**src/sna_pkg.sv**
```systemverilog
// Shared types and constants for the seconds/nanoseconds duration ALU.
// Used by every module of the block; depends on nothing else.
package sna_pkg;

   typedef enum logic [2:0] {
      CMD_ADD  = 3'd0,
      CMD_SUB  = 3'd1,
      CMD_LESS = 3'd2,
      CMD_MUL  = 3'd3,
      CMD_DIV  = 3'd4
   } sna_cmd_type;

   localparam logic signed [31:0] NS_PER_S   = 32'sd1000000000;
   localparam logic        [31:0] NS_PER_S_U = 32'd1000000000;
   localparam logic signed [63:0] SEC_MIN    = {1'b1, 63'd0};
   localparam logic signed [63:0] SEC_MAX    = {1'b0, {63{1'b1}}};

   // one restoring-division cell per quotient bit
   localparam int DIV_STEPS = 64;

   typedef struct packed {
      logic        [2:0]  cmd;
      logic signed [63:0] a_seconds;
      logic signed [31:0] a_nanoseconds;
      logic signed [63:0] b_seconds;
      logic signed [31:0] b_nanoseconds;
      logic signed [31:0] factor;
   } sna_req_type;

   typedef struct packed {
      logic               ok;
      logic signed [63:0] res_seconds;
      logic        [29:0] res_nanoseconds;
      logic               is_less;
   } sna_rsp_type;

   // sideband that travels with every operation through the cell rows
   typedef struct packed {
      logic        [2:0]  cmd;
      logic               pre_ok;
      logic               less;
      logic               neg_q;
      logic               neg_r;
      logic               f_neg;
      logic        [29:0] a_ns;
      logic signed [63:0] acc_s;
      logic signed [31:0] acc_n;
   } sna_side_type;

   typedef struct packed {
      logic [31:0]  rem;
      logic [63:0]  num;
      logic [31:0]  dvs;
      sna_side_type side;
   } sna_div_type;

endpackage

```
**src/sna_mid.sv**
```systemverilog
// Stages between the two division rows: sign the first quotient, finish the
// multiply carry and form the nanosecond dividend for divide. Depends on sna_pkg.
module sna_mid (
   input  logic                clock,
   input  logic                reset,
   input  logic                adv,
   input  logic                in_valid,
   input  sna_pkg::sna_div_type in_data,
   output logic                out_valid,
   output sna_pkg::sna_div_type out_data
);
   import sna_pkg::*;

   typedef struct packed {
      sna_side_type       side;
      logic        [31:0] dvs;
      logic signed [63:0] q_s;
      logic signed [31:0] r_s;
      logic        [63:0] prod;
   } m1_type;

   logic        m1_valid_ff, m2_valid_ff;
   m1_type      m1_ff, m1_in;
   sna_div_type m2_ff, m2_in;
   logic signed [63:0] sum;
   logic        [63:0] an_ext;

   always_comb begin
      m1_in.side = in_data.side;
      m1_in.dvs  = in_data.dvs;
      m1_in.q_s  = in_data.side.neg_q ? $signed(64'd0 - in_data.num) : $signed(in_data.num);
      m1_in.r_s  = in_data.side.neg_r ? -$signed(in_data.rem) : $signed(in_data.rem);
      m1_in.prod = {32'd0, in_data.rem} * {32'd0, NS_PER_S_U};
   end

   always_comb begin
      sum    = m1_ff.side.acc_s + m1_ff.q_s;
      an_ext = {34'd0, m1_ff.side.a_ns};
      m2_in      = '0;
      m2_in.side = m1_ff.side;
      m2_in.dvs  = m1_ff.dvs;
      case (m1_ff.side.cmd)
         CMD_MUL: begin
            m2_in.side.acc_s  = sum;
            m2_in.side.acc_n  = m1_ff.r_s;
            m2_in.side.pre_ok = m1_ff.side.pre_ok &&
                                !((m1_ff.side.acc_s[63] == m1_ff.q_s[63]) &&
                                  (sum[63] != m1_ff.side.acc_s[63]));
         end
         CMD_DIV: begin
            // dividend is nanoseconds plus the signed remainder in nanoseconds
            m2_in.side.acc_s = m1_ff.q_s;
            if (!m1_ff.side.neg_r) begin
               m2_in.num        = m1_ff.prod + an_ext;
               m2_in.side.neg_q = m1_ff.side.f_neg;
            end else if (m1_ff.prod == 64'd0) begin
               m2_in.num        = an_ext;
               m2_in.side.neg_q = m1_ff.side.f_neg;
            end else begin
               m2_in.num        = m1_ff.prod - an_ext;
               m2_in.side.neg_q = !m1_ff.side.f_neg;
            end
         end
         default: begin
            m2_in.num = 64'd0;
         end
      endcase
   end

   always_ff @(posedge clock) begin
      if (reset) begin
         m1_valid_ff <= 1'b0;
         m2_valid_ff <= 1'b0;
      end else if (adv) begin
         m1_valid_ff <= in_valid;
         m2_valid_ff <= m1_valid_ff;
      end
      if (adv) begin
         m1_ff <= m1_in;
         m2_ff <= m2_in;
      end
   end

   assign out_valid = m2_valid_ff;
   assign out_data  = m2_ff;

endmodule

```
**config.mk**
```make
export PLATFORM = sky130hd
export DESIGN_NAME = sna_mid
export DESIGN_NICKNAME = d
export VERILOG_FILES = /design/src/sna_pkg.sv /design/src/sna_mid.sv
export SDC_FILE = /design/constraint.sdc
export NUM_CORES = 2
export LEC_CHECK = 0
export ABC_AREA = 1
export BUFFER_PORTS_ARGS = -buffer_cell sky130_fd_sc_hd__clkbuf_2
export CORE_MARGIN = 1
export CORE_UTILIZATION = 40
export DETAILED_ROUTE_END_ITERATION = 7
export GPL_TIMING_DRIVEN = 0
export HOLD_SLACK_MARGIN = 0.1
export PLACE_DENSITY = 0.65
export SLEW_MARGIN = 20
export SYNTH_ARGS = -nofsm -noshare
export SYNTH_HDL_FRONTEND = slang
export SYNTH_SLANG_ARGS = --single-unit
```
**constraint.sdc**
```tcl
create_clock -name clock -period 16.9 [get_ports clock]
set_clock_uncertainty 0.05 [all_clocks]
set_input_delay 3.38 -clock clock [delete_from_list [all_inputs] [get_ports clock]]
set_output_delay 3.38 -clock clock [all_outputs]
set_load 0.01 [all_outputs]
```
Word-level counts from Yosys, hierarchy flattened
Cells that the tools add are included.
{ "op_classes": {"n_mux": 10, "eq_ne": 4, "n_mul": 1, "reduce_logical": 5, "addsub": 5} }
{ "ops": {"columns": ["operator", "n"], "rows": [
  ["$mux 64", 3],
  ["$pmux 64 s2", 1],
  ["$add 64x64->64", 1],
  ["$logic_not 64->1", 1],
  ["$mux 32", 2],
  ["$sub 1x64->64 const A", 1],
  ["$add 62x30->63", 1],
  ["$sub 62x30->63", 1],
  ["$mul 32x21->53 const B", 1],
  ["$neg 32->32", 1],
  ["$mux 1", 4],
  ["$eq 3x2->1 const B", 1],
  ["$eq 3x3->1 const B", 1],
  ["$logic_and 1x1->1", 2],
  ["$logic_not 1->1", 2],
  ["$eq 1x1->1", 1],
  ["$ne 1x1->1", 1]
]} }
{ "word_totals": {"ff_bits": 547, "inputBits": 266} }

Logic depth before layout (Yosys ltp)
{ "logic_depth": {"depth_word": 6, "mapped_depth": 27} }

Worst setup path after synthesis
No wires, ideal clock.
{ "synth_timing": {"path_kind": "input to register", "from": "input port in_data[239] (netlist bit)", "to": "register m1_ff[56] (netlist bit), data pin", "cell_stages": 20, "required_time_ns": 16.591, "setup_slack_ns": 8.075, "setup_ns": 0.259, "arrival_time_ns": 8.516, "cell_sequence": "inv_1 > fa_1 > fa_1 > fa_1 > fa_1 > fa_1 > inv_1 > fa_1 > inv_1 > fa_1 > inv_1 > ha_1 > nand2_1 > nor2_1 > nor2_1 > a21boi_0 > o21ai_0 > nand2_1 > nand3_1 > xor2_1"} }
{ "synth_lines": {"columns": ["item", "line", "text"], "rows": [
  ["from (decl)", "sna_mid.sv:8", "input sna_pkg::sna_div_type in_data,"],
  ["to (signal assigned)", "sna_mid.sv:79", "m1_ff <= m1_in;"],
  ["to (decl)", "sna_mid.sv:23", "m1_type m1_ff, m1_in;"]
]} }

==> impl_metrics.toml <==
[clock_tree]
cts_buffer_depth = 3
cts_hold_buf = 0
htree_levels = 2
clock_latency_ns = 0.70
cts_buffers = 59
clock-root-buffer = "clkbuf_16"
clkTransAtPathRegs_ns = 0.06
cts_num_sinks = 546
postCtsSetupRepairBufs = 0
tritoncts = "done"
ctsResizeCount = 0

[timing]
worstMarginPinSlew_ns = 1.20
period_share = 0.551
holdWs_ns = 0.368
drv_slew = 0
fin_crit_ns = 9.30
fin_tns_setup_ns = 0
rsz0062_at_grt = "no"
setup_violations = 0
max_freq_mhz = 107
slew_headroom = 0.203
finalHoldViolations = 0

[layout]
final_nets = 7285
fillers = 11779
drive_above_1_share = 0.117
area_delta_synth_final_pct = 13.9

[synth]
synth_xor_area_frac = 0.0279
synth_fa_ha_area_frac = 0.238
yosysTopAreaCell = "edfxtp_1"
synth.area.top_cells = "edfxtp_1, fa_1, nand2_1"
avgSynthCellArea_sq_um = 8.34
synth.most_common_cell = "nand2_1"
synthSimpleGateAreaFrac = 0.228
synth_compound_area_frac = 0.0649
syn_inst = 5709
yosys-mux-area-fraction = 0
postSynth.asyncResetShare = 0
synth_top_family_by_area = "adder cells"
synth.cell_area_sq_um = 47600
synth_common_cells = "nand2_1, inv_1, edfxtp_1"
ys_types = 56
yosys_warnings = 0
synth_top_cell_area_share = 0.343
synth-seq-area-share = 0.344
synth-main-ff-cell = "edfxtp_1"
synth-edff-count = 544
ys_ff_latch = 546

[floorplan]
dieArea_sq_um = 120000
die_x_um = 347
start_util = 0.403
io-pin-count = 529
die_y_um = 347
num_rows = 126
design.core.area_sq_um = 118000

[grt]
overflow = 0
gr-usage-all-layers = 0.277
antenna_found_initial = 18
grt_pass1_wl_mm = 248
grt_max_degree = 100
grt_pass1_vias = 39949

[run_status]
status = "complete, no violations"

[routing]
wl_met1_mm = 74.1
wl_met3_mm = 14.4
ant_nets = 0
num_vias = 41074
drt_first_iter_violations = 3729
wl_met2_mm = 75.6
avgViaCountPerCell = 5.21
drt-total-wl_mm = 170
drc_errors = 0
top_layer = "met5"
drtPass1Iterations = 8
wl_per_cell_um = 21.5

[place]
portBuffers = 496
gp_congestion = 1.01
dpl.hpwl_mm = 144

[worst_setup_path]
cp_data_arrival_time_ns = 9.66
worst-path-max-fanout = 8
criticalPathCategory = "in2reg"
cp-start-kind = "primary input"
critPathCaptureType = "flip-flop"
critPathRequiredTime_ns = 17.26

[power]
p_leak_nw = 26.0
ir_drop_mv = 0.350
p_per_area_nw_per_um2 = 235

[flow_run]
max_cap_viol_count = 0

[worst_hold_path]
hold_path_class = "reg2reg"
[through the flow]
step | cell area [sq um] | utilization | total power [mW] | instances | worst slack [ns]
detailed placement | 52300 | 0.443 | 11.3 | 7778 | 6.97
global placement | 52200 | 0.442 | 11.3 | 7772 | 2.95
global route | 54200 | 0.459 | 13.9 | 7886 | 7.31
CTS | 54200 | 0.459 | 12.7 | 7885 | 7.70
floorplan | 47700 | - | 8.62 | 5740 | 8.08
finish | 54200 | 0.459 | 12.7 | 7887 | 7.60
[layout make-up]
type | instances | area, sq um | share of cell area
tap | 1536 | 1920 | 0.0354
buffer | 115 | 677 | 0.0125
multi-input combinational | 4026 | 26700 | 0.493
clock inverter | 37 | 350 | 0.00646
sequential | 546 | 16400 | 0.302
inverter | 1053 | 3960 | 0.0730
antenna | 2 | 5.00 | 0.0000923
clock buffer | 70 | 1560 | 0.0288
timing repair buffer | 502 | 2660 | 0.0490
[state kept, by name (all words and copies together) (netlist names)]
| signal | count |
|---|---|
| m1_ff | 284 |
| out_valid | 1 |
| an_ext | 30 |
| m1_valid_ff | 1 |
| out_data | 230 |
[where the power goes]
group          total, mW  switching, mW  internal (mW)
sequential          2.24          0.189           2.05
combinational       9.20           6.03           3.17
clock               1.29          0.559          0.734
[metal layers]
metal	global-route usage	up-vias
met5	0	-
met4	0.0855	30
met3	0.0614	247
met2	0.441	1657
met1	0.375	19577
li1	-	19563
[path summary, 6_finish.rpt]
kind / startpoint / end / slack (ns) / cells after the start
max: in_data[234] / m1_ff[53] / 7.60 / 22
min: m1_ff[171] / out_data[145] / 0.37 / 0
max reg2reg: m1_ff[224] / out_data[60] / 13.51 / 14
min reg2reg: m1_ff[171] / out_data[145] / 0.37 / 0
[critical path, cell delays in order]
cell	delay (ns)
clkbuf_2	0.27
inv_1	0.23
fa_1	0.60
fa_1	0.45
fa_1	0.53
fa_1	0.52
fa_1	0.55
inv_1	0.05
fa_1	0.59
inv_1	0.07
fa_1	0.50
inv_1	0.04
ha_1	0.37
nand2_1	0.15
nor2_1	0.14
inv_1	0.08
nor2_1	0.15
inv_1	0.10
nor4_1	0.46
nand3_1	0.15
nand3_1	0.18
xor2_1	0.10
[logic make-up (layout without fill, tap and decap cells)]
kind of cell               after synthesis  count (layout)
buffers and inverters                 1168            1777
adders and majority gates              716             716
other                                    1              34
DFF                                    546             546
xor gates and xnor gates               152             152
AOI/OAI and AO/OA                      562             562
and+or+nand+nor                       2564            2564
[cells in the final DEF (no fill, tap or decap), types with 61 or more instances in the layout]
master / netlist / final
a21oi_1: 276 / 276
clkbuf_16: 0 / 61
clkbuf_2: 2 / 497
edfxtp_1: 544 / 544
fa_1: 314 / 314
ha_1: 402 / 402
inv_1: 1039 / 1039
nand2_1: 1396 / 1396
nand3_1: 383 / 383
nand4_1: 82 / 82
nor2_1: 507 / 506
nor3_1: 77 / 77
o21ai_0: 169 / 169
xor2_1: 121 / 121
Power figures use the tool's default switching activity.
