File: config.mk
export PLATFORM = sky130hd
export DESIGN_NAME = sna_cell
export DESIGN_NICKNAME = d
export VERILOG_FILES = /design/src/sna_pkg.sv /design/src/sna_cell.sv
export SDC_FILE = /design/constraint.sdc
export NUM_CORES = 1
export LEC_CHECK = 0
export BUFFER_PORTS_ARGS = -buffer_cell sky130_fd_sc_hd__buf_2
export CELL_PAD_IN_SITES_DETAIL_PLACEMENT = 0
export CELL_PAD_IN_SITES_GLOBAL_PLACEMENT = 1
export CORE_AREA = 5 5 202 204
export DETAILED_ROUTE_END_ITERATION = 8
export DIE_AREA = 0 0 207 209
export HOLD_SLACK_MARGIN = 0.06
export PLACE_DENSITY_LB_ADDON = 0.1
export SETUP_SLACK_MARGIN = 0.5
export SYNTH_ARGS = -nofsm -noshare
export SYNTH_HDL_FRONTEND = slang
export SYNTH_SLANG_ARGS = --single-unit
File: constraint.sdc
create_clock -name clock -period 3.75 [get_ports clock]
set_input_delay 0.75 -clock clock [delete_from_list [all_inputs] [get_ports clock]]
set_output_delay 0.75 -clock clock [all_outputs]
set_load 0.01 [all_outputs]
File: src/sna_pkg.sv
// Shared types and constants for the seconds/nanoseconds duration ALU.
// Used by every module of the block; depends on nothing else.
package sna_pkg;

   typedef enum logic [2:0] {
      CMD_ADD  = 3'd0,
      CMD_SUB  = 3'd1,
      CMD_LESS = 3'd2,
      CMD_MUL  = 3'd3,
      CMD_DIV  = 3'd4
   } sna_cmd_type;

   localparam logic signed [31:0] NS_PER_S   = 32'sd1000000000;
   localparam logic        [31:0] NS_PER_S_U = 32'd1000000000;
   localparam logic signed [63:0] SEC_MIN    = {1'b1, 63'd0};
   localparam logic signed [63:0] SEC_MAX    = {1'b0, {63{1'b1}}};

   // one restoring-division cell per quotient bit
   localparam int DIV_STEPS = 64;

   typedef struct packed {
      logic        [2:0]  cmd;
      logic signed [63:0] a_seconds;
      logic signed [31:0] a_nanoseconds;
      logic signed [63:0] b_seconds;
      logic signed [31:0] b_nanoseconds;
      logic signed [31:0] factor;
   } sna_req_type;

   typedef struct packed {
      logic               ok;
      logic signed [63:0] res_seconds;
      logic        [29:0] res_nanoseconds;
      logic               is_less;
   } sna_rsp_type;

   // sideband that travels with every operation through the cell rows
   typedef struct packed {
      logic        [2:0]  cmd;
      logic               pre_ok;
      logic               less;
      logic               neg_q;
      logic               neg_r;
      logic               f_neg;
      logic        [29:0] a_ns;
      logic signed [63:0] acc_s;
      logic signed [31:0] acc_n;
   } sna_side_type;

   typedef struct packed {
      logic [31:0]  rem;
      logic [63:0]  num;
      logic [31:0]  dvs;
      sna_side_type side;
   } sna_div_type;

endpackage

File: src/sna_cell.sv
// One restoring-division cell: produces one quotient bit and hands on the sideband.
// Depends on sna_pkg.
module sna_cell (
   input  logic                clock,
   input  logic                reset,
   input  logic                adv,
   input  logic                in_valid,
   input  sna_pkg::sna_div_type in_data,
   output logic                out_valid,
   output sna_pkg::sna_div_type out_data
);
   import sna_pkg::*;

   logic        valid_ff;
   sna_div_type data_ff, data_in;
   logic [33:0] trial;
   logic        qbit;

   always_comb begin
      trial        = {1'b0, in_data.rem, in_data.num[63]} - {2'b0, in_data.dvs};
      qbit         = !trial[33];
      data_in      = in_data;
      data_in.rem  = qbit ? trial[31:0] : {in_data.rem[30:0], in_data.num[63]};
      data_in.num  = {in_data.num[62:0], qbit};
   end

   always_ff @(posedge clock) begin
      if (reset) begin
         valid_ff <= 1'b0;
      end else if (adv) begin
         valid_ff <= in_valid;
      end
      if (adv) begin
         data_ff <= data_in;
      end
   end

   assign out_valid = valid_ff;
   assign out_data  = data_ff;

endmodule

== Word level (Yosys, flattened, before mapping) ==
Index checks and enable logic that the tools add are counted.

* Register bits: 263
* Bits in writable memories: 0
* Bits in latches: 0
* Input port bits: 266
* Memories: 0
* Bits in read-only memories: 0
* Output and inout bits: 263
* Logic and storage cells: 16

* Shift-type cells: 0
* Divide/modulo/power cells: 0
* Add/subtract/negate cells: 1
* Multiplexer cells: 1
* Equal/unequal tests: 0
* Reductions and logical operators: 1
* $mul: 0
* Magnitude comparators: 0
* Bitwise gates (word level): 0

{| class="wikitable"
|+ Operators by type and width
! cell !! count
|-
| $sub A33 B32 Y34 || 1
|-
| $mux W32 || 1
|-
| $logic_not A1 Y1 || 1
|}

== Depth between registers and ports, before layout ==
Gate-level depths: netlist of run 1.

* Depth after elaboration: 2
* Gate-level depth with buffers: 12
* Mapped depth without buffers: 12

== Worst setup path before layout of run 1 ==
No wires, ideal clock.

* Path type: in2reg
* Start point: input port in_data[229] (netlist bit)
* End point: register data_ff, in the netlist out_data[256] (data pin)
* Buffers on the path: 0
* Arrival: 3.156 ns
* Required time: 3.490 ns
* Setup slack: 0.334 ns
* Setup time: 0.260 ns
* Stages on the path: 12
* Cells stage by stage: inv_1 > ha_1 > inv_1 > fa_1 > a211oi_1 > o211a_1 > o31ai_2 > a221o_1 > a2111oi_4 > o21bai_2 > xor2_1 > mux2_4

{| class="wikitable"
|+ RTL lines
! element !! RTL line !! RTL
|-
| start, declared || sna_cell.sv:8 || <nowiki>input sna_pkg::sna_div_type in_data,</nowiki>
|-
| end signal, assigned || sna_cell.sv:34 || <nowiki>data_ff <= data_in;</nowiki>
|-
| end, declared || sna_cell.sv:15 || <nowiki>sna_div_type data_ff, data_in;</nowiki>
|}

==> results.toml, run 1 <==
[floorplan]
core.rowCount = 73
ioPinCount = 529
fp.dieArea_mm2 = 0.0433
dieHeight_um = 209
start_util_pct = 26.1
coreArea_mm2 = 0.0391
dieWidth_um = 207

[cells_and_area]
nets = 1454
fill_cells = 3888
fin_area_mm2 = 0.0145
syn_to_final_growth_pct = 42.5
drive_above_1_share_pct = 51.0

[hold_path]
min_from = "reset"
worstHoldPathType = "primary input to flop"
whs_path_depth = 2
min_to = "out_valid"

[setup_path]
regToRegSetupSlack_ns = 3.16
start_kind = "primary input"
worst-path-max-fanout = 3
critical_path_class = "primary input to flop"
cp-end-kind = "flop"
arrival_ns = 3.41
reg2regPathDepth = 2
r2r-end = "out_valid"
r2r_start = "out_valid"
required_ns = 4.05

[drt]
wirelength_mm = 37.0
post_drt_via_cell_ratio = 4.21
drtIter0Drc = 305
postRouteAntennaNets = 0
via_count = 7158
wl_per_cell_um = 21.8
first_pass_iters = 5
drc_errors = 0

[placed_design]
place.gp.congestion = 0.801
place_ws_ns = 0.0565
place_area_mm2 = 0.0137
port_buffers = 528
hpwl_mm = 30.0

[sta]
slew_headroom_pct = 47.8
final.setup.tns_ns = 0
final_hold_viol_count = 0
worst_pin_slew_ns = 0.783
fin_crit_sh_pct = 82.9
fin_ws_ns = 0.642
finalSetupViolCount = 0
clock_skew_ns = 0
drv_slew = 0
clock.fmax_mhz = 322
min_period_ns = 3.11
rsz0062_at_grt = "false"

[grt]
grtUsageTotal_pct = 16.2
antenna_found_initial = 10
grt_max_degree = 91
grt_overflow = 0
grt_pass1_vias = 7333
grt_pass1_wl_mm = 52.2

[synthesis]
ys_types = 59
synth.most_common_cell = "edfxtp_1"
yosysWarnings = 0
synthTopCellsByCount = "edfxtp_1, inv_1, ha_1, a21oi_1"
synth_ff_type = "edfxtp_1"
synth_largest_area_cell = "edfxtp_1"
synth_cells = 584
synth-edff-count = 262
yosysTopAreaCellShare_pct = 77.0
synthTopCellsByArea = "edfxtp_1, ha_1, mux2_1, inv_1, a21oi_1"
synth_nets = 883
synth.cell_area_mm2 = 0.0102
avgSynthCellArea_um2 = 17.5
synth.yosys.seq_area_share_pct = 77.2
ys_ff_latch = 263
ys_async_sr_fraction_pct = 0

[clocking]
clk_latency_ns = 0.56
root_buffer = "clkbuf_16"
clockBufferDepth = 3
cts_resized = 0
cts_tree = "yes"
postCtsSetupBuffers = 0
hold_buffers = 0
cts_buffers = 31
clk_pin_slew_ns = 0.06
cts.sinks = 263
h-tree-depth = 1

[run_status]
status = "finished, final reports clean"

[power_and_ir_drop]
p_per_area_mw_per_mm2 = 507
swShare_pct = 25.0
p_int_uw = 5530
power.leakage_uw = 0.00630
power_frac_comb_pct = 15.3
ir_drop_mv = 0.342
power_switching_uw = 1850
clkPwrFrac_pct = 36.0
p_seq_share_pct = 48.7

[job]
maxCapViolations = 0
-- layout by cell type, fill, tap and decap left out, types with 7 or more instances in the layout --
| cell type | synthesis | layout |
|---|---|---|
| and3_1 | 10 | 10 |
| xnor2_1 | 15 | 15 |
| mux2_1 | 26 | 26 |
| clkbuf_1 | 2 | 10 |
| xor2_1 | 9 | 9 |
| o21ai_0 | 11 | 11 |
| buf_2 | 2 | 527 |
| buf_4 | 1 | 12 |
| nor2_1 | 16 | 16 |
| a21oi_1 | 27 | 27 |
| ha_1 | 32 | 32 |
| edfxtp_1 | 262 | 262 |
| a21o_1 | 9 | 9 |
| nor3_1 | 7 | 7 |
| nand2_1 | 26 | 26 |
| inv_1 | 40 | 40 |
| clkbuf_16 | 0 | 31 |
-- how the worst max path moves through the flow --
stage	slack, ns	start	end
3_5_place_dp	0.06	in_data[229]	out_data[260]
3_3_place_gp	0.08	in_data[229]	out_data[256]
6_report	0.64	in_data[229]	out_data[260]
2_1_floorplan	0.41	in_data[229]	out_data[256]
5_1_grt	0.52	in_data[229]	out_data[260]
4_1_cts	0.64	in_data[229]	out_data[260]
-- stage by stage --
stage / instances / util (%) / power (uW) / hold slack, ns
finish: 1699 / 37.2 / 7380 / 0.349
global route: 1698 / 37.2 / 7740 / 0.320
CTS: 1698 / 37.2 / 7520 / 0.313
detailed placement: 1647 / 35.0 / 4810 / 0.502
global placement: 1647 / 35.0 / 4810 / 0.477
floorplan: 584 / - / 4170 / 0.528
-- kinds of logic (layout without fill, tap and decap cells) --
group | Yosys count | count (layout) | share of synthesized area, %
buffers and inverters | 47 | 636 | 1.94
adder cells (fa/ha/maj) | 33 | 33 | 4.12
AO/OA/AOI/OAI | 99 | 99 | 6.98
XOR/XNOR | 24 | 24 | 2.06
other | 0 | 1 | 0
multiplexers | 33 | 33 | 3.61
flip-flops | 263 | 263 | 77.2
AND/OR/NAND/NOR | 85 | 85 | 4.04
-- registers in the layout, indices dropped and copies added (netlist names) --
register	cells
out_valid	1
out_data	262
-- worst max-delay path, cell delays in order --
cell,delay [ns]
buf_2,0.09
inv_1,0.06
ha_1,0.18
inv_1,0.06
fa_2,0.37
a211oi_2,0.24
o211a_1,0.20
o31ai_2,0.09
a221o_1,0.41
buf_4,0.17
a31oi_1,0.22
o211ai_1,0.12
nor3b_1,0.15
mux2_1,0.28
-- power by group through the flow --
stage / sequential, uW / clock [uW] / combinational (uW)
after global placement: 3660 / 0 / 1160
final: 3600 / 2660 / 1130
after CTS: 3600 / 2760 / 1160
after detailed placement: 3660 / 0 / 1160
after floorplan: 3820 / 0 / 351
after global routing: 3620 / 2890 / 1230
-- final cells by class --
class,count,area (um^2),area share (%)
Inverter,40,150,1.03
Timing Repair Buffer,545,2840,19.5
Tap cell,525,657,4.52
Clock inverter,10,61.3,0.421
Antenna cell,1,2.50,0.0172
Multi-Input combinational cell,274,2130,14.7
Sequential cell,263,7890,54.2
Clock buffer,41,813,5.59
-- per-layer routing --
layer	track usage (%)	vias to the layer above	part of all wire, %	wire length (um)
li1	-	3399	-	-
met1	17.3	3417	36	13200
met2	30.3	269	54	19900
met3	6.05	57	8.2	3020
met4	3.85	16	2.0	749
met5	0	-	0.28	103
Note: power is estimated with default switching activity, not from simulation.
==> run 2, diff against run 1 <==
==> constraint.sdc (replaced) <==
create_clock -name clock -period 3.03 [get_ports clock]
set_input_delay 0.606 -clock clock [delete_from_list [all_inputs] [get_ports clock]]
set_output_delay 0.606 -clock clock [all_outputs]
set_load 0.01 [all_outputs]
==> run 2 against run 1 <==
Core utilization rose by 3.7 points. Hold slack got worse by 0.16 ns. Non-clock buffer count rose by 88. Clock-buffer cell count fell by 5. Sequential share of layout area fell by 4.9 points. Cell count rose by 5.5%. First-iteration DRC count fell by 18%. Register-to-register slack got worse by 0.71 ns. Critical endpoint is now out_data[256]. Power rose by 35%.
==> results.toml, run 2 (synthesis results as in run 1) <==
[setup_path]
arrival_ns = 3.20
slowest_stage = "a2111oi_4"
critical_path_class = "primary input to flop"
required_ns = 3.34
cp-end-kind = "flop"
cp_slowest_stage_delay_ns = 0.44
reg2regPathDepth = 2
start_kind = "primary input"
crit_chain = "buf_8 -> inv_12 -> ha_4 -> inv_2 -> fa_2 -> a211oi_4 -> o211a_1 -> o31ai_4 -> a221o_1 -> a2111oi_4 -> o21bai_2 -> xor2_1 -> mux2_4"
worst-path-max-fanout = 2

[clocking]
cts_tree = "yes"
clk_pin_slew_ns = 0.06
cts.sinks = 263
clockBufferDepth = 3
root_buffer = "clkbuf_16"
clk_latency_ns = 0.56
h-tree-depth = 1
cts_buffers = 31

[drt]
wirelength_mm = 38.2
drc_errors = 0
topRoutingLayerUsed = "met5"
via_count = 7536
postRouteAntennaNets = 0
wl_per_cell_um = 21.3
wl_met3_mm = 2.81
post_drt_via_cell_ratio = 4.20
first_pass_iters = 4
met2_length_mm = 20.0
drt-met1-wl_mm = 13.9
drtIter0Drc = 250

[floorplan]
coreArea_mm2 = 0.0391
start_util_pct = 26.1
fp.dieArea_mm2 = 0.0433
core.rowCount = 73
dieWidth_um = 207
dieHeight_um = 209
ioPinCount = 529

[power_and_ir_drop]
power.leakage_uw = 0.00700
p_per_area_mw_per_mm2 = 623
ir_drop_mv = 0.448

[sta]
min_period_ns = 2.89
clock.fmax_mhz = 346
finalSetupViolCount = 0
rsz0062_at_grt = "true"
clock_skew_ns = 0
final.setup.tns_ns = 0
slew_headroom_pct = 62.6
worst_pin_slew_ns = 0.555
fin_crit_sh_pct = 95.3
drv_slew = 0
final_hold_viol_count = 0

[hold_path]
worstHoldPathType = "primary input to flop"
whs_path_depth = 2

[cells_and_area]
largest_reg_flops = 262
final-seq-area_mm2 = 0.00789
fill_cells = 3827
drive_above_1_share_pct = 60.6
syn_to_final_growth_pct = 56.7
instances_no_fill = 1793
nets = 1542
layout_common_cells = "buf_2, edfxtp_1, buf_4"
layout_commonest_cell = "buf_2"
multi_input_area_mm2 = 0.00259

[placed_design]
hpwl_mm = 30.7
place.gp.congestion = 0.807
place_inst = 1715
port_buffers = 528

[grt]
antenna_found_initial = 10
grt_overflow = 0
grt_max_degree = 58
grt_pass1_vias = 7772
grt_pass1_wl_mm = 53.5
grtUsageTotal_pct = 16.5

[job]
maxCapViolations = 0

[run_status]
status = "finished, final reports clean"
run 2: cell types whose count changed in the layout (fill, tap and decap cells not counted), sizes merged:
| cell | before | now |
|---|---|---|
| clkinvlp | 1 | 3 |
| clkinv | 6 | 10 |
| clkbuf | 41 | 38 |
| inv | 43 | 42 |
| diode | 1 | 2 |
| buf | 545 | 631 |
| bufinv | 0 | 5 |
run 2: critical path: cells and delay by family:
| kind | cells | cell delay [ns] |
|---|---|---|
| AO/OA/AOI/OAI | 6 | 1.51 |
| adder cells (fa/ha/maj) | 2 | 0.49 |
| multiplexers | 1 | 0.25 |
| buffers and inverters | 3 | 0.18 |
| XOR/XNOR | 1 | 0.15 |
run 2: layout make-up:
cell class,instances,share of cell area (%)
sequential,263,49.3
timing repair buffer,633,22.9
multi-input combinational,274,16.2
clock buffer,36,4.96
tap,525,4.10
clock inverter,20,1.49
inverter,40,1.03
antenna,2,0.0313
run 2: power by group:
part	leakage, uW	switching (uW)	internal [uW]	total (uW)
registers	0.00257	70.1	4380	4450
logic	0.00393	895	851	1750
clock network	0.000493	1480	2300	3780
run 2: path summary, 6_finish.rpt:
| check | slack, ns | from | to |
|---|---|---|---|
| hold reg to reg | 0.50 | out_valid | out_valid |
| setup / recovery | 0.14 | in_data[229] | out_data[256] |
| hold / removal | 0.19 | reset | out_valid |
| setup reg to reg | 2.45 | out_valid | out_valid |
run 2: per-stage QoR:
step / setup slack [ns] / cell area [um^2] / hold WS, ns / util [%] / total power, uW
after global placement: -0.479 / 14300 / 0.475 / 36.5 / 6070
after floorplan: -0.0907 / 10300 / 0.528 / - / 5180
after detailed placement: -0.500 / 14300 / 0.491 / 36.5 / 6080
after CTS: 0.190 / 15500 / 0.150 / 39.6 / 10000
after global routing: 0.0545 / 16000 / 0.167 / 40.9 / 10400
final: 0.143 / 16000 / 0.193 / 40.9 / 9970
run 2: per-layer routing:
layer	vias up	GRT usage, %
li1	3578	-
met1	3586	17.9
met2	283	30.0
met3	73	5.52
met4	16	5.95
met5	-	0
run 2: timing repair:
action                     CTS  global route
cloned                       1             2
hold buffers                 0             0
buffers inserted             4            13
setup endpoints to repair   29            29
pin swaps                    6            20
resized for setup           30            79
