==> src/sna_pkg.sv <==
// Shared types and constants for the seconds/nanoseconds duration ALU.
// Used by every module of the block; depends on nothing else.
package sna_pkg;

   typedef enum logic [2:0] {
      CMD_ADD  = 3'd0,
      CMD_SUB  = 3'd1,
      CMD_LESS = 3'd2,
      CMD_MUL  = 3'd3,
      CMD_DIV  = 3'd4
   } sna_cmd_type;

   localparam logic signed [31:0] NS_PER_S   = 32'sd1000000000;
   localparam logic        [31:0] NS_PER_S_U = 32'd1000000000;
   localparam logic signed [63:0] SEC_MIN    = {1'b1, 63'd0};
   localparam logic signed [63:0] SEC_MAX    = {1'b0, {63{1'b1}}};

   // one restoring-division cell per quotient bit
   localparam int DIV_STEPS = 64;

   typedef struct packed {
      logic        [2:0]  cmd;
      logic signed [63:0] a_seconds;
      logic signed [31:0] a_nanoseconds;
      logic signed [63:0] b_seconds;
      logic signed [31:0] b_nanoseconds;
      logic signed [31:0] factor;
   } sna_req_type;

   typedef struct packed {
      logic               ok;
      logic signed [63:0] res_seconds;
      logic        [29:0] res_nanoseconds;
      logic               is_less;
   } sna_rsp_type;

   // sideband that travels with every operation through the cell rows
   typedef struct packed {
      logic        [2:0]  cmd;
      logic               pre_ok;
      logic               less;
      logic               neg_q;
      logic               neg_r;
      logic               f_neg;
      logic        [29:0] a_ns;
      logic signed [63:0] acc_s;
      logic signed [31:0] acc_n;
   } sna_side_type;

   typedef struct packed {
      logic [31:0]  rem;
      logic [63:0]  num;
      logic [31:0]  dvs;
      sna_side_type side;
   } sna_div_type;

endpackage

==> src/sna_back.sv <==
// Final stages: sign the divide nanoseconds, normalize, drive the result register.
// Depends on sna_pkg.
module sna_back (
   input  logic                clock,
   input  logic                reset,
   input  logic                adv,
   input  logic                in_valid,
   input  sna_pkg::sna_div_type in_data,
   output logic                out_valid,
   output sna_pkg::sna_rsp_type out_data
);
   import sna_pkg::*;

   logic         b1_valid_ff, rsp_valid_ff;
   sna_side_type b1_ff, b1_in;
   sna_rsp_type  rsp_ff, rsp_in;
   logic signed [63:0] s_o;
   logic signed [31:0] n_o;
   logic               nok;
   logic               ok;

   always_comb begin
      b1_in = in_data.side;
      if (in_data.side.cmd == CMD_DIV) begin
         b1_in.acc_n = in_data.side.neg_q ? -$signed(in_data.num[31:0])
                                          : $signed(in_data.num[31:0]);
      end
   end

   always_comb begin
      s_o = b1_ff.acc_s;
      n_o = b1_ff.acc_n;
      nok = 1'b1;
      if (b1_ff.acc_n < 32'sd0) begin
         nok = b1_ff.acc_s != SEC_MIN;
         s_o = b1_ff.acc_s - 64'sd1;
         n_o = b1_ff.acc_n + NS_PER_S;
      end else if (b1_ff.acc_n >= NS_PER_S) begin
         nok = b1_ff.acc_s != SEC_MAX;
         s_o = b1_ff.acc_s + 64'sd1;
         n_o = b1_ff.acc_n - NS_PER_S;
      end
      ok = b1_ff.pre_ok && nok;
      rsp_in.ok      = ok;
      rsp_in.is_less = b1_ff.less;
      if (ok && (b1_ff.cmd != CMD_LESS)) begin
         rsp_in.res_seconds     = s_o;
         rsp_in.res_nanoseconds = n_o[29:0];
      end else begin
         rsp_in.res_seconds     = 64'sd0;
         rsp_in.res_nanoseconds = 30'd0;
      end
   end

   always_ff @(posedge clock) begin
      if (reset) begin
         b1_valid_ff  <= 1'b0;
         rsp_valid_ff <= 1'b0;
      end else if (adv) begin
         b1_valid_ff  <= in_valid;
         rsp_valid_ff <= b1_valid_ff;
      end
      if (adv) begin
         b1_ff  <= b1_in;
         rsp_ff <= rsp_in;
      end
   end

   assign out_valid = rsp_valid_ff;
   assign out_data  = rsp_ff;

endmodule
==> config.mk <==
export PLATFORM = sky130hd
export DESIGN_NAME = sna_back
export DESIGN_NICKNAME = d
export VERILOG_FILES = /design/src/sna_pkg.sv /design/src/sna_back.sv
export SDC_FILE = /design/constraint.sdc
export NUM_CORES = 1
export LEC_CHECK = 0
export ABC_AREA = 1
export BUFFER_PORTS_ARGS = -buffer_cell sky130_fd_sc_hd__buf_2
export CAP_MARGIN = 10
export CORE_UTILIZATION = 54
export CTS_CLUSTER_DIAMETER = 150
export CTS_CLUSTER_SIZE = 20
export DETAILED_ROUTE_END_ITERATION = 8
export PLACE_DENSITY = 0.82
export SYNTH_ARGS = -nofsm -noshare
export SYNTH_HDL_FRONTEND = slang
export SYNTH_SLANG_ARGS = --single-unit
export TNS_END_PERCENT = 1
==> constraint.sdc <==
create_clock -name clock -period 2.7 [get_ports clock]
set_input_delay 0.135 -clock clock [delete_from_list [all_inputs] [get_ports clock]]
set_output_delay 0.135 -clock clock [all_outputs]
set_load 0.005 [all_outputs]
# After elaboration in Yosys (flattened, before gate mapping)
# Cells that the tools add are included.
[op_classes]
n_addsub = 5
multipliers = 0
n_div = 0
magnitude_cmp = 2
n_eq_ne = 4
n_shift = 0
muxes = 8
n_bitwise = 0
reduce_logical = 2
[op_table]
columns = ["cell", "count"]
rows = [
  ["2-to-1 mux 64 bit", 2],
  ["inequality test 64 bit, second input constant", 2],
  ["adder 64 x 2 -> 64 bit, second input constant", 1],
  ["2-to-1 mux 32 bit", 2],
  ["subtractor 64 x 2 -> 64 bit, second input constant", 1],
  ["2-to-1 mux 30 bit", 2],
  [">= comparator 32 x 31 -> 1 bit, second input constant", 1],
  ["less-than comparator 32 x 1 -> 1 bit, second input constant", 1],
  ["negator 32 bit", 1],
  ["adder 30 x 28 -> 30 bit, second input constant", 1],
  ["subtractor 30 x 28 -> 30 bit, second input constant", 1],
  ["equality test 3 bit, second input constant", 1],
  ["inequality test 3 x 2 -> 1 bit, second input constant", 1],
  ["logical AND 1 bit", 2],
  ["2-to-1 mux 1 bit", 2],
]
[totals]
register_bits = 199
latch_bits = 0
ram_bits = 0
mem_bits_ro = 0
input_bits = 266
out_inout_bits = 97
wordCells = 32
memories = 0

# Longest topological paths before layout
# Gate-level depths: netlist (run 1).
[depth]
ltp_word = 5
depth_mapped = 16
depth_no_buf = 14

# Worst setup path before layout (run 1)
# OpenSTA, ideal clock, no wires.
[synth_timing]
kind = "reg2reg"
startpoint = "reg b1_ff[33] (netlist name)"
endpoint = "reg rsp_ff, in the netlist out_data[50] (data pin)"
setup_ps = 254
arrival_ps = 1747
required_time_ps = 2446
setup_slack_ps = 698
path_stages_with_launch = 15
n_path_buf = 2
synth_period_minus_slack_ps = 2002
cell_sequence = "edfxtp_1 ha_1 nand2_2 nor2_4 nand2_1 nor2_1 nand2_1 nor2_1 nand3_1 nand3_2 inv_2 nand2_2 buf_6 buf_6 nor2_1"
[synth_via]
elab_chain_cells = 5
elab_cells_between_ends = 10
classes_between = "2 x add/sub; 2 x eq/ne; 4 x mux; 2 x reduce/logical"
[synth_lines]
columns = ["element", "line", "rtl"]
rows = [
  ["from (decl)", "sna_back.sv:15", "sna_side_type b1_ff, b1_in;"],
  ["from (signal assigned)", "sna_back.sv:64", "b1_ff <= b1_in;"],
  ["inequality test 64 bit", "sna_back.sv:39", "nok = b1_ff.acc_s != SEC_MAX;"],
  ["2-to-1 mux 1 bit", "sna_back.sv:38", "end else if (b1_ff.acc_n >= NS_PER_S) begin"],
  ["2-to-1 mux 1 bit *", "sna_back.sv:34", "if (b1_ff.acc_n < 32'sd0) begin"],
  ["logical AND 1 bit *", "sna_back.sv:43", "ok = b1_ff.pre_ok && nok;"],
  ["via ok", "sna_back.sv:20", "logic ok;"],
  ["logical AND 1 bit *", "sna_back.sv:46", "if (ok && (b1_ff.cmd != CMD_LESS)) begin"],
  ["to (signal assigned)", "sna_back.sv:65", "rsp_ff <= rsp_in;"],
  ["to (decl)", "sna_back.sv:16", "sna_rsp_type rsp_ff, rsp_in;"],
]
# Mark *: on every way through the listed nets, which the timed path passes. The rest lies on a longest branch.
# A chain may end at the register's enable or synchronous reset.

# Worst setup path in the final report (run 1)
[layout_timing]
startpoint = "reg b1_ff[73] (netlist name)"
endpoint = "reg rsp_ff, in the netlist out_data[86] (data pin)"
[layout_via]
elab_chain_cells = 5
elab_cells_between_ends = 10
classes_between = "2 x add/sub; 2 x eq/ne; 4 x mux; 2 x reduce/logical"
[layout_lines]
columns = ["element"]
rows = [
  ["branches (longest 5 deep; another with adder 64 x 2 -> 64 bit)"],
]
# Several ways; the timed one is not identified.

==> impl_metrics.toml, run 1 <==
[logic_synthesis]
synthCells = 1904
synth_edf_count = 197
yosysUniqueCellTypes = 43
synth_flop_cell = "edfxtp_1"
ys_seq_elements = 199
synthesis.area_um2 = 13500
synth_seq_area_share_pct = 44.1
async_flop_share_pct = 0
syn-num-nets = 2176
synth.avg_cell_area_um2 = 7.09
ys_warn_count = 0

[timing]
fin_tns_setup_ns = 0
fmax_ghz = 0.387
finalCritPeriodShare_pct = 95.7
final_hold_viol_count = 0
clock_skew_ns = 0.0187
rsz0062_at_grt = "no"
layout_min_cycle_time_ns = 2.58
setup_viol = 0
slew_viol_final = 0
tightest_slew_ns = 0.682
slew_headroom_pct = 54.5

[floorplanning]
io_pins = 363
die_h_um = 160
rows = 57
die-area_um2 = 25600
core_area_um2 = 24400
die_width_um = 160
initial_core_util_pct = 55.4

[cells_and_area]
syn_to_final_growth_pct = 25.0
final_area_um2 = 16900
drive_above_1_share_pct = 15.7
final_nets = 2523
final_cells = 2588
fillCellCount = 2096
antenna_cells = 0

[power]
power_switching_mw = 2.75
p_sw_share_pct = 32.3
seqPwrFrac_pct = 46.4
peakVddDrop_mv = 0.337
pwr-share-comb_pct = 20.8
powerDensity_nw_per_um2 = 503
p_clk_share_pct = 32.7
p_leak_nw = 7.51
p_int_mw = 5.75

[setup_path]
startpoint_type = "register"
critPathLaunch = "b1_ff[73]"
max_stage_delay_ns = 0.57
rr_startpoint = "b1_ff[73]"
worstPathRequired_ns = 2.91
worstSetupEndpointType = "register"
crit_fanout = 7
crit_arrival_ns = 2.80
critPathKind = "register to register"
crit_chain = "nor2_1 > nand2_1 > nor2_1 > nand2_1 > nor2_1 > nand4_1 > nand2_1 > nand3_1 > nand2_1 > nor2_1"
slowest_stage = "edfxtp_1"

[grt]
grtUsageMet2_pct = 59.4
grt_max_degree = 89
grt_pass1_wl_um = 72400
track_usage_pct = 36.6
antenna_found_initial = 1
use_met3_pct = 6.05
overflow = 0
grtUsageMet1_pct = 48.5
busiest_layer = "met2"
grt_pass1_vias = 13700

[clock_tree]
cts_tree = "built"
cts.clk_slew.worst_paths_ns = 0.09
post_cts_buffers = 0
h-tree-depth = 4
root_buffer = "clkbuf_16"
clockBufferDepth = 2
cts_buffers = 17
insertion_delay_ns = 0.45
clock-sinks = 199

[detailed_routing]
ant_nets = 0
drt-pass1-iter-count = 8
post-route-drc-count = 0
totalWireLength_um = 46100
via_count = 14400
drt_iter0_markers = 1475
route.detailed.wl_per_inst_um = 17.8
via_per_inst = 5.56

[placed_design]
place.gp.congestion = 1.00
post-dp-hpwl_um = 34200
placed_cells = 2464
io_buffers = 234
placed_area_um2 = 15300

[hold_path]
hold_class = "input pin to register"
worstHoldStart = "in_data[12]"

[flow_run]
maxCapViolCount = 0

[outcome]
status = "complete, no violations"
flip-flops by register name, summed over array words and instances, names as in the netlist:
| signal | count |
|---|---|
| b1_ff | 101 |
| out_data | 96 |
| out_valid | 1 |
| b1_valid_ff | 1 |
placed cells by master, fill, tap and decap left out, drive strengths merged, types with 40 or more instances in the layout:
master / n
a21oi: 40
buf: 290
dlygate4sd3: 92
edfxtp: 197
inv: 176
nand2: 654
nand3: 128
nand4: 47
nor2: 398
o21ai: 68
xor2: 55
worst max-delay path: cells and delay by family (launching register included):
| family | cells | cell delay [ns] |
|---|---|---|
| and+or+nand+nor | 10 | 1.78 |
| DFF | 1 | 0.57 |
synthesized netlist by cell type (2+ instances only):
cell      number  area share (%)
nand2_1      647              18
nor2_1       384              11
edfxtp_1     197              44
inv_1        161             4.5
nand3_1      127             4.7
o21ai_0       65             2.4
xor2_1        55             3.6
nand4_1       47             2.2
a21oi_1       40             1.5
nor3_1        23            0.85
clkbuf_1      21            0.58
buf_2         20            0.74
nor2_2        11            0.51
nand3b_1      10            0.56
o211ai_1       8            0.44
buf_6          7            0.58
inv_2          7            0.19
ha_1           6            0.56
nand2_2        6            0.28
xnor2_1        6            0.39
a31oi_1        5            0.23
buf_1          5            0.14
nor4_1         5            0.23
and2_1         4            0.19
o31ai_1        4            0.22
nor2_4         3            0.25
o21a_1         3            0.17
o21ai_1        3            0.11
o21bai_1       3            0.17
o22ai_1        3            0.14
buf_4          2            0.11
dfxtp_1        2            0.30
nor3b_1        2            0.11
o41ai_1        2            0.13
or2_2          2           0.093
per-stage QoR:
stage / setup WS [ns] / util (%) / hold WS (ns) / power [mW]
final: 0.116 / 69.2 / 0.0217 / 8.50
after global routing: 0.00336 / 69.2 / 0.0192 / 8.83
after CTS: 0.163 / 69.2 / 0.0105 / 8.45
after detailed placement: 0.189 / 62.8 / 0.313 / 5.62
after global placement: 0.245 / 62.8 / 0.309 / 5.59
after floorplan: 0.698 / - / 0.204 / 4.91
layout make-up:
class                           count  area, um^2  area share, %
Clock buffer                       17         425           2.52
Clock inverter                     15         218           1.29
Inverter                          169         634           3.76
Multi-Input combinational cell   1481        6630           39.3
Sequential cell                   199        5960           35.3
Tap cell                          324         405           2.40
Timing Repair Buffer              383        2620           15.5
repair_timing:
| item | in CTS | in global routing |
|---|---|---|
| endpoints found under the setup margin | 0 | 6 |
| hold endpoints to repair | 92 | 0 |
| resized for setup | 0 | 2 |
| hold buffers | 92 | 0 |
per-layer routing:
metal / wire length, um / up-vias
met1: 18400 / 6482
li1: - / 6876
met3: 4630 / 132
met5: 0 / -
met4: 1990 / 0
met2: 21100 / 893
kinds of logic after synthesis:
logic type	after synthesis	share of synthesized area [%]
AOI/OAI and AO/OA	140	5.73
adders and majority gates	6	0.556
and+or+nand+nor	1274	38.8
buffers and inverters	224	6.86
xor gates and xnor gates	61	3.96
DFF	199	44.1
worst paths after layout:
kind,to,slack [ns],cells past startpoint
worst max-delay path,out_data[86],0.12,10
worst min-delay path,b1_ff[12],0.02,3
worst max register to register,out_data[86],0.12,10
worst min register to register,out_data[0],0.45,0
power by group through the flow:
stage               Clock, mW  Combinational (mW)  Sequential [mW]
detailed placement          0                1.62             4.00
global placement            0                1.59             4.00
global route             2.89                1.96             3.97
finish                   2.78                1.77             3.95
CTS                      2.79                1.73             3.94
floorplan                   0               0.967             3.94
Note: power is estimated with default switching activity, not from simulation.
==> inputs of run 2 (changes only) <==
Settings changed: GPL_TIMING_DRIVEN from default to 0.
==> run 2 against run 1 <==
Effect of this change:
- critical path depth is 3 higher
- sequential power hardly changed
- sequential share of layout area is 0.10 points lower
- via count is 4.6% higher
- largest cell class unchanged
- the run now ends with negative setup slack left
- global-route usage is 4.8 points higher
- routed wire length is 13% higher
- first-iteration DRC count is 20% higher
- register-to-register slack worse by 0.19 ns
- maximum frequency is 6.7% lower
- total power is 1.6% higher
==> impl_metrics.toml, run 2 (same netlist as run 1, synthesis figures left out) <==
[flow_run]
maxCapViolCount = 0

[grt]
overflow = 0
grt_pass1_wl_um = 79700
antenna_found_initial = 1
grt_pass1_vias = 14300
grt_max_degree = 113
track_usage_pct = 41.5

[hold_path]
hold_class = "input pin to register"
worstHoldStart = "in_data[9]"
holdPathStages = 3
holdPathEnd = "b1_ff[9]"

[clock_tree]
cts.clk_slew.worst_paths_ns = 0.09
h-tree-depth = 4
clockBufferDepth = 2
clock-sinks = 199
root_buffer = "clkbuf_16"
insertion_delay_ns = 0.46
cts_tree = "built"
cts_buffers = 17

[setup_path]
critPathKind = "register to register"
r2r_cells = 13
critPathTopFamily = "simple AND/OR/NAND/NOR gates"
worstPathRequired_ns = 2.91
critPathMostFrequentCell = "nand2_2"
reg2reg_to = "out_data[27]"
max_stage_delay_ns = 0.50
crit_chain = "nand2_1 > nor2_1 > nand2_2 > nor2_4 > nand2_2 > nor2_4 > nand3_1 > nand3_2 > inv_2 > nand2_2 > buf_12 > buf_6 > nor2_1"
startpoint_type = "register"
cp_num_cells = 13
rr_startpoint = "b1_ff[44]"
crit_fanout = 10
crit_arrival_ns = 2.98
slowest_stage = "edfxtp_1"
path_buf_inv = 3
worstSetupEndpointType = "register"
r2r_setup_slack_ns = -0.07

[floorplanning]
core_area_um2 = 24400
rows = 57
die_h_um = 160
initial_core_util_pct = 55.4
die-area_um2 = 25600
die_width_um = 160
io_pins = 363

[cells_and_area]
drive_above_1_share_pct = 16.3
final_nets = 2533
largest_reg_flops = 101
final_common_cell = "nand2_1"
fin_util_pct = 69.4
antenna_cells = 0
final_area_um2 = 16900
final_cells = 2598
syn_to_final_growth_pct = 25.4
final_cell_mix = "nand2_1, nor2_1, buf_2"
largest_register = "b1_ff"

[timing]
setup_viol = 10
fin_ws_ns = -0.0693
slew_viol_final = 0
clock_skew_ns = 0.0198
slew_headroom_pct = 34.2
fmax_ghz = 0.361
layout_min_cycle_time_ns = 2.77
fin_tns_setup_ns = -0.213
rsz0062_at_grt = "yes"
finalCritPeriodShare_pct = 103
tightest_slew_ns = 0.987
whs_ns = 0.00768
final_hold_viol_count = 0

[placed_design]
place_ws_ns = -0.401
placed_area_um2 = 15100
place.gp.congestion = 1.07
placed_cells = 2462
post-dp-hpwl_um = 38100
io_buffers = 233

[power]
p_leak_nw = 7.46
finalPower_mw = 8.64
peakVddDrop_mv = 0.327
powerDensity_nw_per_um2 = 510

[outcome]
status = "finished with violations"
violations = "negative setup slack"

[detailed_routing]
route.detailed.wl_per_inst_um = 20.1
drt_iter0_markers = 1767
ant_nets = 0
via_count = 15000
post-route-drc-count = 0
via_per_inst = 5.79
totalWireLength_um = 52300
drt-pass1-iter-count = 6
## run 2: area by class of cell
class | count | area (um^2)
fill | 2093 | 7450
multi-input combinational | 1481 | 6760
sequential | 199 | 5960
timing repair buffer | 338 | 2220
inverter | 169 | 634
clock buffer | 17 | 425
tap | 324 | 405
buffer | 55 | 325
clock inverter | 15 | 210
## run 2: layer usage
metal | share of wire [%] | vias up | track usage (%)
met1 | 38 | 6784 | 53.0
met2 | 45 | 1160 | 66.3
met4 | 5.3 | 0 | 21.7
li1 | - | 6911 | -
met3 | 12 | 191 | 8.62
met5 | 0 | - | 0
## run 2: worst max path at each step
| stage | from | end | slack (ns) |
|---|---|---|---|
| 3_3_place_gp | adv | b1_valid_ff | -0.86 |
| 4_1_cts | b1_ff[88] | out_data[27] | -0.01 |
| 6_report | b1_ff[44] | out_data[27] | -0.07 |
| 3_5_place_dp | b1_ff[33] | out_data[27] | -0.40 |
| 2_1_floorplan | b1_ff[33] | out_data[50] | 0.70 |
| 5_1_grt | b1_ff[44] | out_data[27] | -0.04 |
## run 2: power by group
part | switching, mW | internal, mW | total, mW
registers | 0.223 | 3.71 | 3.93
logic | 1.25 | 0.674 | 1.93
clock network | 1.48 | 1.30 | 2.78
total | 2.95 | 5.69 | 8.64
## run 2: what timing repair did
action	CTS	global route
pin swaps	1	3
hold endpoints to repair	94	0
resized for setup	17	43
cloned	0	0
hold buffers	94	0
setup buffers	1	9
endpoints found under the setup margin	94	93
## run 2: worst register-to-register path: stages, from the launching register on
cell and delay, ns:
edfxtp_1 0.50, nand2_1 0.14, nor2_1 0.25, nand2_2 0.18, nor2_4 0.16, nand2_2 0.11
nor2_4 0.17, nand3_1 0.18, nand3_2 0.15, inv_2 0.06, nand2_2 0.12, buf_12 0.20
buf_6 0.20, nor2_1 0.12
==> inputs of run 3 (changes only) <==
Settings changed: RECOVER_POWER from default to 100.
==> run 3 against run 2 <==
Effect of this change:
- setup slack lost 0.026 ns
- die area unchanged
- the flow finishes with violations (max-capacitance violations, max-slew violations, negative setup slack)
- sequential power hardly changed
- highest routed layer unchanged
- hold slack lost 0.0012 ns
- critical endpoint unchanged
- clock power barely moved
- non-clock buffer count did not move
- via count fell by 0.41%
- routed wire length about the same
- largest cell class unchanged
- count of clock-buffer cells in the layout stayed put
- clock skew shrank 0.0010 ns
- critical path depth unchanged
==> impl_metrics.toml, run 3 (same netlist as run 1, synthesis figures left out) <==
[detailed_routing]
route.met2.wl_um = 23400
top_layer = "met4"
totalWireLength_um = 52300
drt-pass1-iter-count = 7
via_count = 15000
via_per_inst = 5.77
wl_met3_um = 6170
drt-met1-wl_um = 19900
post-route-drc-count = 0
ant_nets = 0
drt_iter0_markers = 1913
route.detailed.wl_per_inst_um = 20.1

[floorplanning]
die_h_um = 160
rows = 57
die_width_um = 160
io_pins = 363
core_area_um2 = 24400
die-area_um2 = 25600
initial_core_util_pct = 55.4

[clock_tree]
h-tree-depth = 4
insertion_delay_ns = 0.46
cts_buffers = 17
cts.clk_slew.worst_paths_ns = 0.09
root_buffer = "clkbuf_16"
cts_tree = "built"
clock-sinks = 199
clockBufferDepth = 2

[timing]
clock_skew_ns = 0.0188
fin_ws_ns = -0.0951
final_hold_viol_count = 0
finalCritPeriodShare_pct = 104
slew_viol_final = 89
slew_headroom_pct = -51.7
setup_viol = 21
rsz0062_at_grt = "yes"
fmax_ghz = 0.358
layout_min_cycle_time_ns = 2.80
tightest_slew_ns = 2.27

[setup_path]
worstSetupEndpointType = "register"
crit_fanout = 10
critPathKind = "register to register"
max_stage_delay_ns = 0.50
startpoint_type = "register"
crit_arrival_ns = 3.00
r2r_setup_slack_ns = -0.1
slowest_stage = "edfxtp_1"
crit_chain = "nand2_1 > nor2_1 > nand2_2 > nor2_4 > nand2_2 > nor2_4 > nand3_1 > nand3_2 > inv_2 > nand2_2 > buf_12 > buf_6 > nor2_1"
critPathMostFrequentCell = "nand2_2"
r2r_cells = 13
worstPathRequired_ns = 2.91

[placed_design]
placed_area_um2 = 15100
io_buffers = 233
place.gp.congestion = 1.07
post-dp-hpwl_um = 38100

[power]
peakVddDrop_mv = 0.329
p_leak_nw = 7.24
finalPower_mw = 8.62
powerDensity_nw_per_um2 = 512

[hold_path]
hold_class = "input pin to register"
holdPathStages = 3

[cells_and_area]
antenna_cells = 0
fin_util_pct = 69.0
final_nets = 2533
register_area_um2 = 5960
final_area_um2 = 16800
syn_to_final_growth_pct = 24.7
largest_reg_flops = 101
drive_above_1_share_pct = 13.2
final_cell_mix = "nand2_1, nor2_1, edfxtp_1"
multi_input_area_um2 = 6760
largest_register = "b1_ff"
fillCellCount = 2135
final_common_cell = "nand2_1"

[outcome]
violations = "max-capacitance violations, max-slew violations, negative setup slack"
status = "finished with violations"

[grt]
antenna_found_initial = 1
grt_pass1_wl_um = 79700
overflow = 0
grt_pass1_vias = 14300
track_usage_pct = 41.5
grt_max_degree = 113

[flow_run]
maxCapViolCount = 1
-- run 3: cell count changes in the layout (fill, tap and decap cells not counted), sizes merged --
cell    change
clkbuf     +69
buf        -69
-- run 3: power breakdown --
part	switching, mW	internal, mW
combinational	1.25	0.653
clock	1.47	1.30
sequential	0.225	3.72
-- run 3: repair_timing --
| item | CTS | global route |
|---|---|---|
| cloned | 0 | 0 |
| hold endpoints to repair | 94 | 0 |
| setup buffers | 1 | 9 |
| gates resized for setup | 17 | 43 |
| endpoints found under the setup margin | 94 | 93 |
| pin swaps | 1 | 3 |
| hold buffers | 94 | 0 |
-- run 3: worst paths after layout --
path / from / endpoint
worst min register to register: b1_ff[129] / out_data[0]
worst max-delay path: b1_ff[44] / out_data[27]
worst min-delay path: in_data[16] / b1_ff[16]
worst max register to register: b1_ff[44] / out_data[27]
-- run 3: layer usage --
layer | track usage, % | vias up
li1 | - | 6911
met1 | 53.0 | 6776
met2 | 66.3 | 1110
met3 | 8.62 | 188
met4 | 21.7 | 0
met5 | 0 | -
-- run 3: critical path: cells and delay by family, from the launching register on --
kind          cells  cell delay (ns)
simple gates     10             1.59
flops             1             0.50
buf+inv           3             0.44
-- run 3: layout make-up --
cell class,instances,area share (%)
plain buffers,55,1.93
well taps,324,2.41
flip-flops and latches,199,35.4
multi-input cells,1481,40.1
repair buffers,338,12.6
clock buffers,17,2.53
clock inverters,15,1.25
inverters,169,3.77
-- run 3: per-stage QoR --
stage | TNS, ns | std cells | worst slack, ns | hold slack [ns]
CTS | -0.0179 | 2589 | -0.0141 | 0.000946
global placement | -172.94 | 2461 | -0.862 | 0.306
global route | -0.133 | 2598 | -0.0350 | 0.0193
finish | -0.563 | 2598 | -0.0951 | 0.00651
detailed placement | -25.62 | 2462 | -0.401 | 0.309
floorplan | 0 | 1904 | 0.698 | 0.204
